$ cat src/rtl/elfhv_pkg.sv
// shared types, constants and status codes for the elf32 header validator
`timescale 1ns / 1ps

package elfhv_pkg;

  localparam int unsigned CFG_COUNT   = 4;
  localparam int unsigned CFG_IDX_W   = $clog2(CFG_COUNT);
  localparam int unsigned CFG_DATA_W  = 32;

  localparam logic [15:0] EHDR_BYTES  = 16'd52;
  localparam logic [15:0] PHDR_BYTES  = 16'd32;
  localparam logic [15:0] SHDR_BYTES  = 16'd40;
  localparam logic [31:0] ELF_MAGIC   = 32'h464C_457F;
  localparam logic [7:0]  IDENT_ONE   = 8'd1;
  localparam logic [15:0] TYPE_FIRST  = 16'd1;
  localparam logic [15:0] TYPE_LAST   = 16'd4;
  localparam logic [31:0] VERSION_MAX = 32'd1;

  typedef logic [CFG_IDX_W-1:0] cfg_index_t;

  localparam cfg_index_t CFG_MACH_A    = 2'd0;
  localparam cfg_index_t CFG_MACH_B    = 2'd1;
  localparam cfg_index_t CFG_MIN_BYTES = 2'd2;
  localparam cfg_index_t CFG_OS_FLOOR  = 2'd3;

  typedef logic [4:0] status_t;

  localparam status_t ST_OK          = 5'd0;
  localparam status_t ST_BAD_ARG     = 5'd1;
  localparam status_t ST_TOO_SMALL   = 5'd2;
  localparam status_t ST_NOT_ELF     = 5'd3;
  localparam status_t ST_BAD_IDVER   = 5'd4;
  localparam status_t ST_BAD_CLASS   = 5'd5;
  localparam status_t ST_UNSUPPORTED = 5'd6;
  localparam status_t ST_CORRUPTED   = 5'd7;
  localparam status_t ST_BAD_TYPE    = 5'd8;
  localparam status_t ST_BAD_PHENT   = 5'd9;
  localparam status_t ST_BAD_PHNUM   = 5'd10;
  localparam status_t ST_BAD_PHOFF   = 5'd11;
  localparam status_t ST_BAD_SHENT   = 5'd12;
  localparam status_t ST_BAD_SHNUM   = 5'd13;
  localparam status_t ST_BAD_SHOFF   = 5'd14;
  localparam status_t ST_BAD_STRNDX  = 5'd15;
  localparam status_t ST_OVERLAP     = 5'd16;

  typedef struct packed {
    logic [15:0] machine_code_a;
    logic [15:0] machine_code_b;
    logic [31:0] min_file_bytes;
    logic [15:0] os_type_floor;
  } cfg_t;

  typedef struct packed {
    logic [55:0] ident_bytes;
    logic [31:0] type_machine;
    logic [31:0] elf_version;
    logic [15:0] header_size;
    logic [31:0] ph_offset;
    logic [31:0] ph_table;
    logic [31:0] sh_start;
    logic [31:0] sh_table;
    logic [15:0] sh_string_index;
    logic [31:0] header_bytes;
    logic [31:0] file_size;
  } hdr_t;

  // what the header stage hands to the table stage
  typedef struct packed {
    status_t     pre_status;
    logic        ph_present;
    logic        sh_present;
    logic        ph_ent_bad;
    logic        sh_ent_bad;
    logic [31:0] ph_bytes;
    logic [31:0] sh_bytes;
    logic [31:0] ph_offset;
    logic [31:0] sh_start;
    logic [15:0] ehsize;
    logic [31:0] file_size;
    logic [15:0] str_index;
    logic [15:0] sh_count;
  } mid_t;

endpackage

$ cat src/rtl/elfhv_if.sv
// valid/ready channel interfaces for header transactions and status results
`timescale 1ns / 1ps

interface elfhv_in_if;
  logic        valid;
  logic        ready;
  logic [55:0] ident_bytes;
  logic [31:0] type_machine;
  logic [31:0] elf_version;
  logic [15:0] header_size;
  logic [31:0] ph_offset;
  logic [31:0] ph_table;
  logic [31:0] sh_start;
  logic [31:0] sh_table;
  logic [15:0] sh_string_index;
  logic [31:0] header_bytes;
  logic [31:0] file_size;

  modport source (
    output valid, ident_bytes, type_machine, elf_version, header_size, ph_offset,
    output ph_table, sh_start, sh_table, sh_string_index, header_bytes, file_size,
    input  ready
  );
  modport sink (
    input  valid, ident_bytes, type_machine, elf_version, header_size, ph_offset,
    input  ph_table, sh_start, sh_table, sh_string_index, header_bytes, file_size,
    output ready
  );
endinterface

interface elfhv_out_if;
  logic       valid;
  logic       ready;
  logic [4:0] status;

  modport source (output valid, status, input ready);
  modport sink (input valid, status, output ready);
endinterface

$ cat src/rtl/elfhv_cfg_regs.sv
// configuration registers with their reset values
`timescale 1ns / 1ps

module elfhv_cfg_regs (
  input  logic                    clk,
  input  logic                    rst,
  input  logic                    wr_en,
  input  elfhv_pkg::cfg_index_t   wr_index,
  input  logic [31:0]             wr_data,
  output elfhv_pkg::cfg_t         cfg
);
  import elfhv_pkg::*;

  always_ff @(posedge clk) begin
    if (rst) begin
      cfg.machine_code_a <= 16'd3;
      cfg.machine_code_b <= 16'd40;
      cfg.min_file_bytes <= 32'd52;
      cfg.os_type_floor  <= 16'hFE00;
    end else if (wr_en) begin
      case (wr_index)
        CFG_MACH_A:    cfg.machine_code_a <= wr_data[15:0];
        CFG_MACH_B:    cfg.machine_code_b <= wr_data[15:0];
        CFG_MIN_BYTES: cfg.min_file_bytes <= wr_data;
        CFG_OS_FLOOR:  cfg.os_type_floor  <= wr_data[15:0];
        default: ;
      endcase
    end
  end

endmodule

$ cat src/rtl/elfhv_hdr_check.sv
// first stage: identification and header checks, table byte counts
`timescale 1ns / 1ps

module elfhv_hdr_check (
  input  elfhv_pkg::hdr_t  hdr,
  input  elfhv_pkg::cfg_t  cfg,
  output elfhv_pkg::mid_t  mid
);
  import elfhv_pkg::*;

  logic [15:0] ftype;
  logic [15:0] mach;
  logic [15:0] ph_ent;
  logic [15:0] ph_num;
  logic [15:0] sh_ent;
  logic [15:0] sh_num;
  logic [15:0] ph_ent_eff;
  logic [15:0] sh_ent_eff;
  logic [15:0] ehsize_eff;
  logic        type_bad;
  status_t     pre;

  assign ftype  = hdr.type_machine[15:0];
  assign mach   = hdr.type_machine[31:16];
  assign ph_ent = hdr.ph_table[15:0];
  assign ph_num = hdr.ph_table[31:16];
  assign sh_ent = hdr.sh_table[15:0];
  assign sh_num = hdr.sh_table[31:16];

  assign ph_ent_eff = (ph_ent == 16'd0) ? PHDR_BYTES : ph_ent;
  assign sh_ent_eff = (sh_ent == 16'd0) ? SHDR_BYTES : sh_ent;
  assign ehsize_eff = (hdr.header_size == 16'd0) ? EHDR_BYTES : hdr.header_size;

  // os specific types at or above the floor pass
  assign type_bad = ((ftype < TYPE_FIRST) || (ftype > TYPE_LAST)) &&
                    (ftype < cfg.os_type_floor);

  always_comb begin
    if (hdr.header_bytes > hdr.file_size)
      pre = ST_BAD_ARG;
    else if ((hdr.header_bytes < {16'd0, EHDR_BYTES}) ||
             (hdr.file_size < cfg.min_file_bytes))
      pre = ST_TOO_SMALL;
    else if (hdr.ident_bytes[31:0] != ELF_MAGIC)
      pre = ST_NOT_ELF;
    else if (hdr.ident_bytes[55:48] != IDENT_ONE)
      pre = ST_BAD_IDVER;
    else if (hdr.ident_bytes[39:32] != IDENT_ONE)
      pre = ST_BAD_CLASS;
    else if (hdr.ident_bytes[47:40] != IDENT_ONE)
      pre = ST_UNSUPPORTED;
    else if ((hdr.header_size != 16'd0) && (hdr.header_size < EHDR_BYTES))
      pre = ST_CORRUPTED;
    else if (hdr.header_bytes < {16'd0, ehsize_eff})
      pre = ST_TOO_SMALL;
    else if (type_bad)
      pre = ST_BAD_TYPE;
    else if (hdr.elf_version > VERSION_MAX)
      pre = ST_UNSUPPORTED;
    else if ((mach != cfg.machine_code_a) && (mach != cfg.machine_code_b))
      pre = ST_UNSUPPORTED;
    else
      pre = ST_OK;
  end

  always_comb begin
    mid.pre_status = pre;
    mid.ph_present = (ph_num != 16'd0);
    mid.sh_present = (sh_num != 16'd0);
    mid.ph_ent_bad = (ph_ent != 16'd0) && (ph_ent < PHDR_BYTES);
    mid.sh_ent_bad = (sh_ent != 16'd0) && (sh_ent < SHDR_BYTES);
    mid.ph_bytes   = {16'd0, ph_num} * {16'd0, ph_ent_eff};
    mid.sh_bytes   = {16'd0, sh_num} * {16'd0, sh_ent_eff};
    mid.ph_offset  = hdr.ph_offset;
    mid.sh_start   = hdr.sh_start;
    mid.ehsize     = ehsize_eff;
    mid.file_size  = hdr.file_size;
    mid.str_index  = hdr.sh_string_index;
    mid.sh_count   = sh_num;
  end

endmodule

$ cat src/rtl/elfhv_tbl_check.sv
// second stage: table bounds, string index and overlap, final status select
`timescale 1ns / 1ps

module elfhv_tbl_check (
  input  elfhv_pkg::mid_t    mid,
  output elfhv_pkg::status_t status
);
  import elfhv_pkg::*;

  status_t ph_st;
  status_t sh_st;
  logic    strx_bad;
  logic    overlap;

  always_comb begin
    if (!mid.ph_present)
      ph_st = (mid.ph_offset != 32'd0) ? ST_CORRUPTED : ST_OK;
    else if (mid.ph_ent_bad)
      ph_st = ST_BAD_PHENT;
    else if (mid.ph_bytes > mid.file_size)
      ph_st = ST_BAD_PHNUM;
    else if ((mid.ph_offset < {16'd0, mid.ehsize}) ||
             (mid.ph_offset > (mid.file_size - mid.ph_bytes)))
      ph_st = ST_BAD_PHOFF;
    else
      ph_st = ST_OK;
  end

  always_comb begin
    if (!mid.sh_present)
      sh_st = ((mid.sh_start != 32'd0) || (mid.str_index != 16'd0)) ?
              ST_CORRUPTED : ST_OK;
    else if (mid.sh_ent_bad)
      sh_st = ST_BAD_SHENT;
    else if (mid.sh_bytes > mid.file_size)
      sh_st = ST_BAD_SHNUM;
    else if ((mid.sh_start < {16'd0, mid.ehsize}) ||
             (mid.sh_start > (mid.file_size - mid.sh_bytes)))
      sh_st = ST_BAD_SHOFF;
    else
      sh_st = ST_OK;
  end

  assign strx_bad = (mid.str_index != 16'd0) && (mid.str_index >= mid.sh_count);

  // lower table must end before the other starts; ties go to the section table
  always_comb begin
    if (!(mid.ph_present && mid.sh_present))
      overlap = 1'b0;
    else if (mid.ph_offset < mid.sh_start)
      overlap = ({1'b0, mid.ph_offset} + {1'b0, mid.ph_bytes}) > {1'b0, mid.sh_start};
    else
      overlap = ({1'b0, mid.sh_start} + {1'b0, mid.sh_bytes}) > {1'b0, mid.ph_offset};
  end

  always_comb begin
    if (mid.pre_status != ST_OK)
      status = mid.pre_status;
    else if (ph_st != ST_OK)
      status = ph_st;
    else if (sh_st != ST_OK)
      status = sh_st;
    else if (strx_bad)
      status = ST_BAD_STRNDX;
    else if (overlap)
      status = ST_OVERLAP;
    else
      status = ST_OK;
  end

endmodule

$ cat src/rtl/elf32_header_validator_unit.sv
// top level of the elf32 header validator: pipeline registers and handshake
`timescale 1ns / 1ps

// Checks one 32-bit little-endian ELF file header per transaction and returns
// a single status code: 0 when every check passes, otherwise the first check
// that fails in the validator's priority order.
// in_ch carries the header fields plus the available header bytes and the file
// size; out_ch carries the 5-bit status. Both use valid/ready.
// Configuration (accepted machine codes, minimum file size, OS type floor) is
// written through wr_en / wr_index / wr_data; the user must do so only while
// the block is idle, as the block itself does not enforce it. Pipeline: input
// register, header stage with the two 16x16 table multiplies, table stage
// register, output register; one transaction per cycle while out_ch is ready.
// Reset empties the pipeline and loads the default configuration.
// When out_ch stalls, items stay in place and in_ch.ready drops once the
// three registers are full; nothing is dropped or repeated.
module elf32_header_validator_unit (
  input  logic                  clk,
  input  logic                  rst,
  elfhv_in_if.sink              in_ch,
  elfhv_out_if.source           out_ch,
  input  logic                  wr_en,
  input  elfhv_pkg::cfg_index_t wr_index,
  input  logic [31:0]           wr_data
);
  import elfhv_pkg::*;

  cfg_t    cfg;
  hdr_t    hdr_in;
  hdr_t    s0;
  mid_t    mid_next;
  mid_t    s1;
  status_t status_next;
  status_t status;
  logic    v0;
  logic    v1;
  logic    v2;
  logic    adv0;
  logic    adv1;
  logic    adv2;

  elfhv_cfg_regs u_cfg (
    .clk      (clk),
    .rst      (rst),
    .wr_en    (wr_en),
    .wr_index (wr_index),
    .wr_data  (wr_data),
    .cfg      (cfg)
  );

  elfhv_hdr_check u_hdr (
    .hdr (s0),
    .cfg (cfg),
    .mid (mid_next)
  );

  elfhv_tbl_check u_tbl (
    .mid    (s1),
    .status (status_next)
  );

  always_comb begin
    hdr_in.ident_bytes     = in_ch.ident_bytes;
    hdr_in.type_machine    = in_ch.type_machine;
    hdr_in.elf_version     = in_ch.elf_version;
    hdr_in.header_size     = in_ch.header_size;
    hdr_in.ph_offset       = in_ch.ph_offset;
    hdr_in.ph_table        = in_ch.ph_table;
    hdr_in.sh_start        = in_ch.sh_start;
    hdr_in.sh_table        = in_ch.sh_table;
    hdr_in.sh_string_index = in_ch.sh_string_index;
    hdr_in.header_bytes    = in_ch.header_bytes;
    hdr_in.file_size       = in_ch.file_size;
  end

  // each stage moves when the one after it is empty or moving
  assign adv2 = !v2 || out_ch.ready;
  assign adv1 = !v1 || adv2;
  assign adv0 = !v0 || adv1;

  assign in_ch.ready  = adv0;
  assign out_ch.valid = v2;
  assign out_ch.status = status;

  always_ff @(posedge clk) begin
    if (rst) begin
      v0 <= 1'b0;
      v1 <= 1'b0;
      v2 <= 1'b0;
    end else begin
      if (adv0) v0 <= in_ch.valid;
      if (adv1) v1 <= v0;
      if (adv2) v2 <= v1;
    end
  end

  always_ff @(posedge clk) begin
    if (adv0 && in_ch.valid) s0 <= hdr_in;
    if (adv1 && v0)          s1 <= mid_next;
    if (adv2 && v1)          status <= status_next;
  end

  a_status_range: assert property (@(posedge clk) disable iff (rst)
    out_ch.valid |-> (out_ch.status <= ST_OVERLAP))
    else $error("status code out of range");

  a_early_fail_kept: assert property (@(posedge clk) disable iff (rst)
    (v1 && adv2 && (s1.pre_status != ST_OK)) |=> (out_ch.status == $past(s1.pre_status)))
    else $error("early check result lost in table stage");

  a_reset_flush: assert property (@(posedge clk)
    rst |=> (!v0 && !v1 && !out_ch.valid))
    else $error("pipeline not empty after reset");

  a_empty_ready: assert property (@(posedge clk) disable iff (rst)
    !v0 |-> in_ch.ready)
    else $error("input stalled with empty input register");

endmodule

$ cat src/flat_wrapper.sv
// flat-port wrapper written by rule: the top's interface ports become plain ports
module elf32_header_validator_unit_flat import elfhv_pkg::*;
  (clk, rst, wr_en, wr_index, wr_data, in_ch_valid, in_ch_ident_bytes, in_ch_type_machine, in_ch_elf_version, in_ch_header_size, in_ch_ph_offset, in_ch_ph_table, in_ch_sh_start, in_ch_sh_table, in_ch_sh_string_index, in_ch_header_bytes, in_ch_file_size, in_ch_ready, out_ch_valid, out_ch_status, out_ch_ready);
  elfhv_in_if in_ch_i ();
  elfhv_out_if out_ch_i ();
  input  logic clk;
  input  logic rst;
  input  logic wr_en;
  input  elfhv_pkg::cfg_index_t wr_index;
  input  logic [31:0] wr_data;
  input wire logic [$bits(in_ch_i.valid)-1:0] in_ch_valid;
  input wire logic [$bits(in_ch_i.ident_bytes)-1:0] in_ch_ident_bytes;
  input wire logic [$bits(in_ch_i.type_machine)-1:0] in_ch_type_machine;
  input wire logic [$bits(in_ch_i.elf_version)-1:0] in_ch_elf_version;
  input wire logic [$bits(in_ch_i.header_size)-1:0] in_ch_header_size;
  input wire logic [$bits(in_ch_i.ph_offset)-1:0] in_ch_ph_offset;
  input wire logic [$bits(in_ch_i.ph_table)-1:0] in_ch_ph_table;
  input wire logic [$bits(in_ch_i.sh_start)-1:0] in_ch_sh_start;
  input wire logic [$bits(in_ch_i.sh_table)-1:0] in_ch_sh_table;
  input wire logic [$bits(in_ch_i.sh_string_index)-1:0] in_ch_sh_string_index;
  input wire logic [$bits(in_ch_i.header_bytes)-1:0] in_ch_header_bytes;
  input wire logic [$bits(in_ch_i.file_size)-1:0] in_ch_file_size;
  output wire logic [$bits(in_ch_i.ready)-1:0] in_ch_ready;
  output wire logic [$bits(out_ch_i.valid)-1:0] out_ch_valid;
  output wire logic [$bits(out_ch_i.status)-1:0] out_ch_status;
  input wire logic [$bits(out_ch_i.ready)-1:0] out_ch_ready;
  assign in_ch_i.valid = in_ch_valid;
  assign in_ch_i.ident_bytes = in_ch_ident_bytes;
  assign in_ch_i.type_machine = in_ch_type_machine;
  assign in_ch_i.elf_version = in_ch_elf_version;
  assign in_ch_i.header_size = in_ch_header_size;
  assign in_ch_i.ph_offset = in_ch_ph_offset;
  assign in_ch_i.ph_table = in_ch_ph_table;
  assign in_ch_i.sh_start = in_ch_sh_start;
  assign in_ch_i.sh_table = in_ch_sh_table;
  assign in_ch_i.sh_string_index = in_ch_sh_string_index;
  assign in_ch_i.header_bytes = in_ch_header_bytes;
  assign in_ch_i.file_size = in_ch_file_size;
  assign in_ch_ready = in_ch_i.ready;
  assign out_ch_valid = out_ch_i.valid;
  assign out_ch_status = out_ch_i.status;
  assign out_ch_i.ready = out_ch_ready;
  elf32_header_validator_unit u_core (.clk(clk), .rst(rst), .in_ch(in_ch_i), .out_ch(out_ch_i), .wr_en(wr_en), .wr_index(wr_index), .wr_data(wr_data));
endmodule
$ cat config.mk
export PLATFORM = sky130hd
export DESIGN_NAME = elf32_header_validator_unit_flat
export DESIGN_NICKNAME = d
export VERILOG_FILES = /design/src/rtl/elfhv_pkg.sv /design/src/rtl/elfhv_if.sv /design/src/rtl/elfhv_cfg_regs.sv /design/src/rtl/elfhv_hdr_check.sv /design/src/rtl/elfhv_tbl_check.sv /design/src/rtl/elf32_header_validator_unit.sv /design/src/flat_wrapper.sv
export SDC_FILE = /design/constraint.sdc
export NUM_CORES = 2
export LEC_CHECK = 0
export BUFFER_PORTS_ARGS = -buffer_cell sky130_fd_sc_hd__buf_4
export CORE_AREA = 2 2 233 464
export CTS_BUF_LIST = sky130_fd_sc_hd__clkbuf_2 sky130_fd_sc_hd__clkbuf_4 sky130_fd_sc_hd__clkbuf_8
export DETAILED_ROUTE_END_ITERATION = 7
export DIE_AREA = 0 0 235 466
export PLACE_DENSITY = 0.67
export SYNTH_ARGS = -nofsm -noshare
export SYNTH_HDL_FRONTEND = slang
export SYNTH_SLANG_ARGS = --single-unit
$ cat constraint.sdc
create_clock -name clk -period 35.8 [get_ports clk]
set_input_delay 7.16 -clock clk [delete_from_list [all_inputs] [get_ports clk]]
set_output_delay 7.16 -clock clk [all_outputs]
set_load 0.005 [all_outputs]
## Word-level counts from Yosys, hierarchy flattened

Cells that the tools add are included.

- Bits in registers: 649
- Latch bits: 0
- Bits in writable memories: 0
- Memory bits (read-only): 0
- Bits of input ports: 383
- Output and inout port bits: 7
- Word-level logic and storage cells: 144
- Memories: 0

- Add/sub/neg operators: 4
- Multipliers: 2
- Div/mod/pow operators: 0
- Order comparisons: 21
- Equality and inequality tests: 9
- Shift operators: 0
- Muxes and demuxes: 30
- Bitwise logic cells: 0
- Reduce and logical (&&, ||, !) cells: 43

Operators with widths:

| operator | count |
|---|---|
| $gt A32 B32 Y1 | 5 |
| $lt A32 B16 Y1 | 3 |
| $reduce_bool A16 Y1 | 6 |
| $add A32 B32 Y33 | 2 |
| $gt A33 B32 Y1 | 2 |
| $lt A32 B32 Y1 | 2 |
| $mul A16 B16 Y32 | 2 |
| $reduce_bool A32 Y1 | 2 |
| $sub A32 B32 Y32 | 2 |
| $logic_not A16 Y1 | 3 |
| $lt A16 B6 Y1 const B | 3 |
| $mux W16 | 3 |
| $mux W4 | 9 |
| $gt A32 B1 Y1 const B | 1 |
| $lt A32 B6 Y1 const B | 1 |
| $ne A16 B16 Y1 | 2 |
| $ne A32 B31 Y1 const B | 1 |
| $mux W3 | 9 |
| $mux W5 | 5 |
| $ne A8 B1 Y1 const B | 3 |
| $ge A16 B16 Y1 | 1 |
| $gt A16 B3 Y1 const B | 1 |
| $lt A16 B1 Y1 const B | 1 |
| $lt A16 B16 Y1 | 1 |
| 13 further kinds | 39 |

## Depth between registers and ports, before layout

- Word-level depth: 12
- Depth in mapped cells: 30
- Gate-level depth less buffers: 28

## By module

From an unflattened synthesis, not the netlist that was laid out.

- Cells, all modules: 5,093
- Area, all modules: 53,298.6 um2

Modules (own cells, without submodules):

| module | instances | cells an instance | area each (um2) | seq. area each (um2) |
|---|---|---|---|---|
| elfhv_hdr_check | 1 | 2,591 | 21,225.4 | 0.0 |
| elf32_header_validator_unit | 1 | 581 | 17,130.2 | 17,056.4 |
| elfhv_tbl_check | 1 | 1,604 | 11,618.6 | 0.0 |
| elfhv_cfg_regs | 1 | 317 | 3,324.4 | 1,601.5 |

## Worst setup path after synthesis

No wires, ideal clock.

- Path kind: input -> register
- Start: input port out_ch_ready
- End: register u_core.s0[0] (netlist bit) (enable)
- Arrival: 24,224 ps
- Path slack: 10,322 ps
- Cell stages on the path: 2
- Path buffers: 0
- Cell sequence: nor2b_1 > a31oi_1

- Word-level cells in the longest chain between the ends: 4

RTL lines:

| element | line | text |
|---|---|---|
| start: declaration | flat_wrapper.sv:26 | `input wire logic [$bits(out_ch_i.ready)-1:0] out_ch_ready;` |
| $logic_or A1 B1 Y1 | elf32_header_validator_unit.sv:77 | `assign adv2 = !v2 \|\| out_ch.ready;` |
| $logic_or A1 B1 Y1 | elf32_header_validator_unit.sv:78 | `assign adv1 = !v1 \|\| adv2;` |
| $logic_or A1 B1 Y1 | elf32_header_validator_unit.sv:79 | `assign adv0 = !v0 \|\| adv1;` |
| $logic_and A1 B1 Y1 | elf32_header_validator_unit.sv:98 | `if (adv0 && in_ch.valid) s0 <= hdr_in;` |
| end signal: assignment | elf32_header_validator_unit.sv:98 |  |
| end: declaration | elf32_header_validator_unit.sv:30 | `hdr_t s0;` |

No other way between the ends.
A chain may end at the register's enable or synchronous reset.

## Final worst setup path

- Start: input port out_ch_ready
- End: output port in_ch_ready

- Word-level cells in the longest chain between the ends: 3

RTL lines:

| element | line | text |
|---|---|---|
| $logic_or A1 B1 Y1 | elf32_header_validator_unit.sv:77 |  |
| $logic_or A1 B1 Y1 | elf32_header_validator_unit.sv:78 |  |
| $logic_or A1 B1 Y1 | elf32_header_validator_unit.sv:79 |  |
| end: declaration | flat_wrapper.sv:23 | `output wire logic [$bits(in_ch_i.ready)-1:0] in_ch_ready;` |

No other way between the ends.

==> impl_metrics.tcl <==
set metrics [dict create \
    synth-seq-area-share_pct 36.2 \
    finalCriticalPeriod_ns 15.31 \
    grt_first_pass_wirelength_um 227000 \
    synth_nets 6305 \
    routed_wl_um 149000 \
    cellLeakagePower_nw 26.6 \
    timing.setup.tns_ns 0 \
    fin_skew_ns 0.0766 \
    critPathLaunch "out_ch_ready" \
    fp.dieH_um 466 \
    initial_utilization_pct 48.5 \
    yosys.area.top_type_share_pct 33.0 \
    place_congestion 0.929 \
    ant_nets 0 \
    syn-mean-instance-area_um2 10.5 \
    grt_pass1_vias 41100 \
    first_iter_violations 1733 \
    yosys.area.top_type "edfxtp_1" \
    vias 37700 \
    p_int_mw 3.15 \
    route.detailed.drc 0 \
    switchingPower_mw 2.80 \
    cts_buffers 94 \
    crit_path_max_fanout 6 \
    cp_slowest_cell "nor2b_1" \
    seqPwrFrac_pct 19.3 \
    syn_area_mm2 0.0514 \
    cts_tree "done" \
    fp-row-count 169 \
    clk_pin_slew_ns 0.07 \
    crit_path_start_kind "input port" \
    area_delta_synth_final_pct 13.1 \
    post_cts_buffers 0 \
    cts_num_sinks 647 \
    drtPass1Iterations 5 \
    ys_seq_elements 647 \
    relSlewSlack_pct 13.4 \
    cap_violations 0 \
    coreArea_mm2 0.106 \
    synth_top_flop_cell "edfxtp_1" \
    io_buffers 388 \
    min_path_type "register to register" \
    drive_gt1_share_pct 11.8 \
    critPathMaxStageDelay_ns 0.49 \
    finalMaxSlewViolations 0 \
    p_clk_share_pct 11.5 \
    crit_path_end_kind "output port" \
    cts-root-buf "clkbuf_8" \
    synthTopCellsByCount "753 x inv_1, 634 x ha_1, 564 x edfxtp_1" \
    max_freq_mhz 65.3 \
    die_area_mm2 0.110 \
    synth_cell_types 78 \
    cts_hold_buf 0 \
    yosysMostFrequentCell "inv_1" \
    htree_levels 3 \
    synth_edf_count 564 \
    yosys_warnings 0 \
    grt_overflow_total 0 \
    power_density_mw_per_mm2 103 \
    cts_resized 0 \
    vdd_ir_drop_max_mv 0.0908 \
    critPathRequiredTime_ns 28.64 \
    worstSetupPathType "input port to output port" \
    die_x_um 235 \
    grt_max_degree 175 \
    cp_common_cell "buf_4" \
    rsz0062_at_grt "no" \
    timing.rr.start "u_core.s0[151]" \
    swShare_pct 47.1 \
    period_share_pct 42.8 \
    fin_nets 6706 \
    ys_async_sr_fraction_pct 0 \
    status "finished clean" \
    synth_cells 4896 \
    finalSetupViolations 0 \
    hold_ws_ns 0.412 \
    hold_viol_final 0 \
    crit_arrival_ns 8.15 \
    gr-usage-all-layers_pct 27.4 \
    power_frac_comb_pct 69.2 \
    yosys-top-cells-area "edfxtp_1 33%, ha_1 15%, fa_1 15%" \
    clockBufferDepth 3 \
    hpwl_um 121000 \
    worstMarginPinSlew_ns 1.29 \
    vias_per_cell 5.59 \
    path_cells "buf_4 > nor2b_1 > nand3_1 > buf_4" \
    clk_latency_ns 0.87 \
    wl_per_cell_um 22.1 \
    ios 390 \
    hp-start "u_core.s0[194]" \
    antenna_found_initial 11 \
]
==> stage by stage <==
step | power (mW) | instance area [um^2] | instances | setup WS [ns] | utilization, %
detailed placement | 5.26 | 55900 | 6569 | 20.50 | 52.8
floorplan | 4.19 | 51400 | 4896 | 10.32 | -
finish | 5.96 | 58100 | 6754 | 20.49 | 54.8
CTS | 5.98 | 58100 | 6745 | 20.49 | 54.8
global route | 6.51 | 58100 | 6754 | 20.42 | 54.8
global placement | 5.19 | 55900 | 6569 | 20.54 | 52.8
==> cells by family after synthesis <==
family                     Yosys count  share of synthesized area [%]
and+or+nand+nor                   1312                           12.8
muxes                                4                         0.0779
DFF                                647                           36.2
xor gates and xnor gates           198                           3.37
buffers and inverters              880                           6.43
adders and majority gates         1026                           30.7
AOI/OAI and AO/OA                  829                           10.4
==> state kept, by name, summed over array words and instances (netlist names) <==
register / count
u_core.s0: 343
u_core.s1: 216
u_core.u_cfg.cfg: 80
u_core.out_ch.status: 5
u_core.out_ch.valid: 1
u_core.v0: 1
u_core.v1: 1
==> cells in the final DEF (no fill, tap or decap), types with 48 or more instances in the layout <==
cell / n
nor3_1: 48
o21ai_0: 118
nor2b_1: 65
and2_1: 216
xor2_1: 65
a21o_1: 168
nand4_1: 92
nor2_1: 137
nor4_1: 66
buf_4: 430
edfxtp_1: 564
fa_1: 392
xnor2_1: 133
dfxtp_1: 83
nand2_1: 504
clkbuf_8: 105
ha_1: 634
inv_1: 753
nand3_1: 55
a21oi_1: 295
==> final cells by class <==
type                            instances  area (um^2)
Antenna cell                            9         22.5
Clock buffer                          128         1620
Clock inverter                         48          534
Fill cell                            9321        47800
Inverter                              753         2830
Multi-Input combinational cell       3369        29500
Sequential cell                       647        18600
Tap cell                             1368         1710
Timing Repair Buffer                  432         3270
==> layer usage <==
layer | GRT usage (%) | routed length [um] | up-vias
met5 | 0 | 106 | -
met4 | 19.5 | 11800 | 4
met3 | 3.81 | 6190 | 480
met2 | 54.3 | 83000 | 1133
met1 | 25.1 | 47900 | 18500
li1 | - | - | 17600
==> power groups by stage <==
stage	Combinational (mW)	Clock (mW)	Sequential (mW)
final	4.12	0.683	1.15
after global routing	4.62	0.729	1.16
after CTS	4.12	0.701	1.15
after detailed placement	4.10	0	1.17
after global placement	4.03	0	1.17
after floorplan	3.06	0	1.13
==> final timing paths <==
kind / endpoint / slack, ns / depth (start not counted)
max reg2reg: u_core.s1[207] / 27.59 / 24
min: u_core.s1[130] / 0.41 / 0
max: in_ch_ready / 20.49 / 4
min reg2reg: u_core.s1[130] / 0.41 / 0
==> worst max-delay path, delay by kind of cell <==
kind / cells / cell delay (ns)
buffers and inverters: 2 / 0.30
and+or+nand+nor: 2 / 0.69
Power figures use the tool's default switching activity.
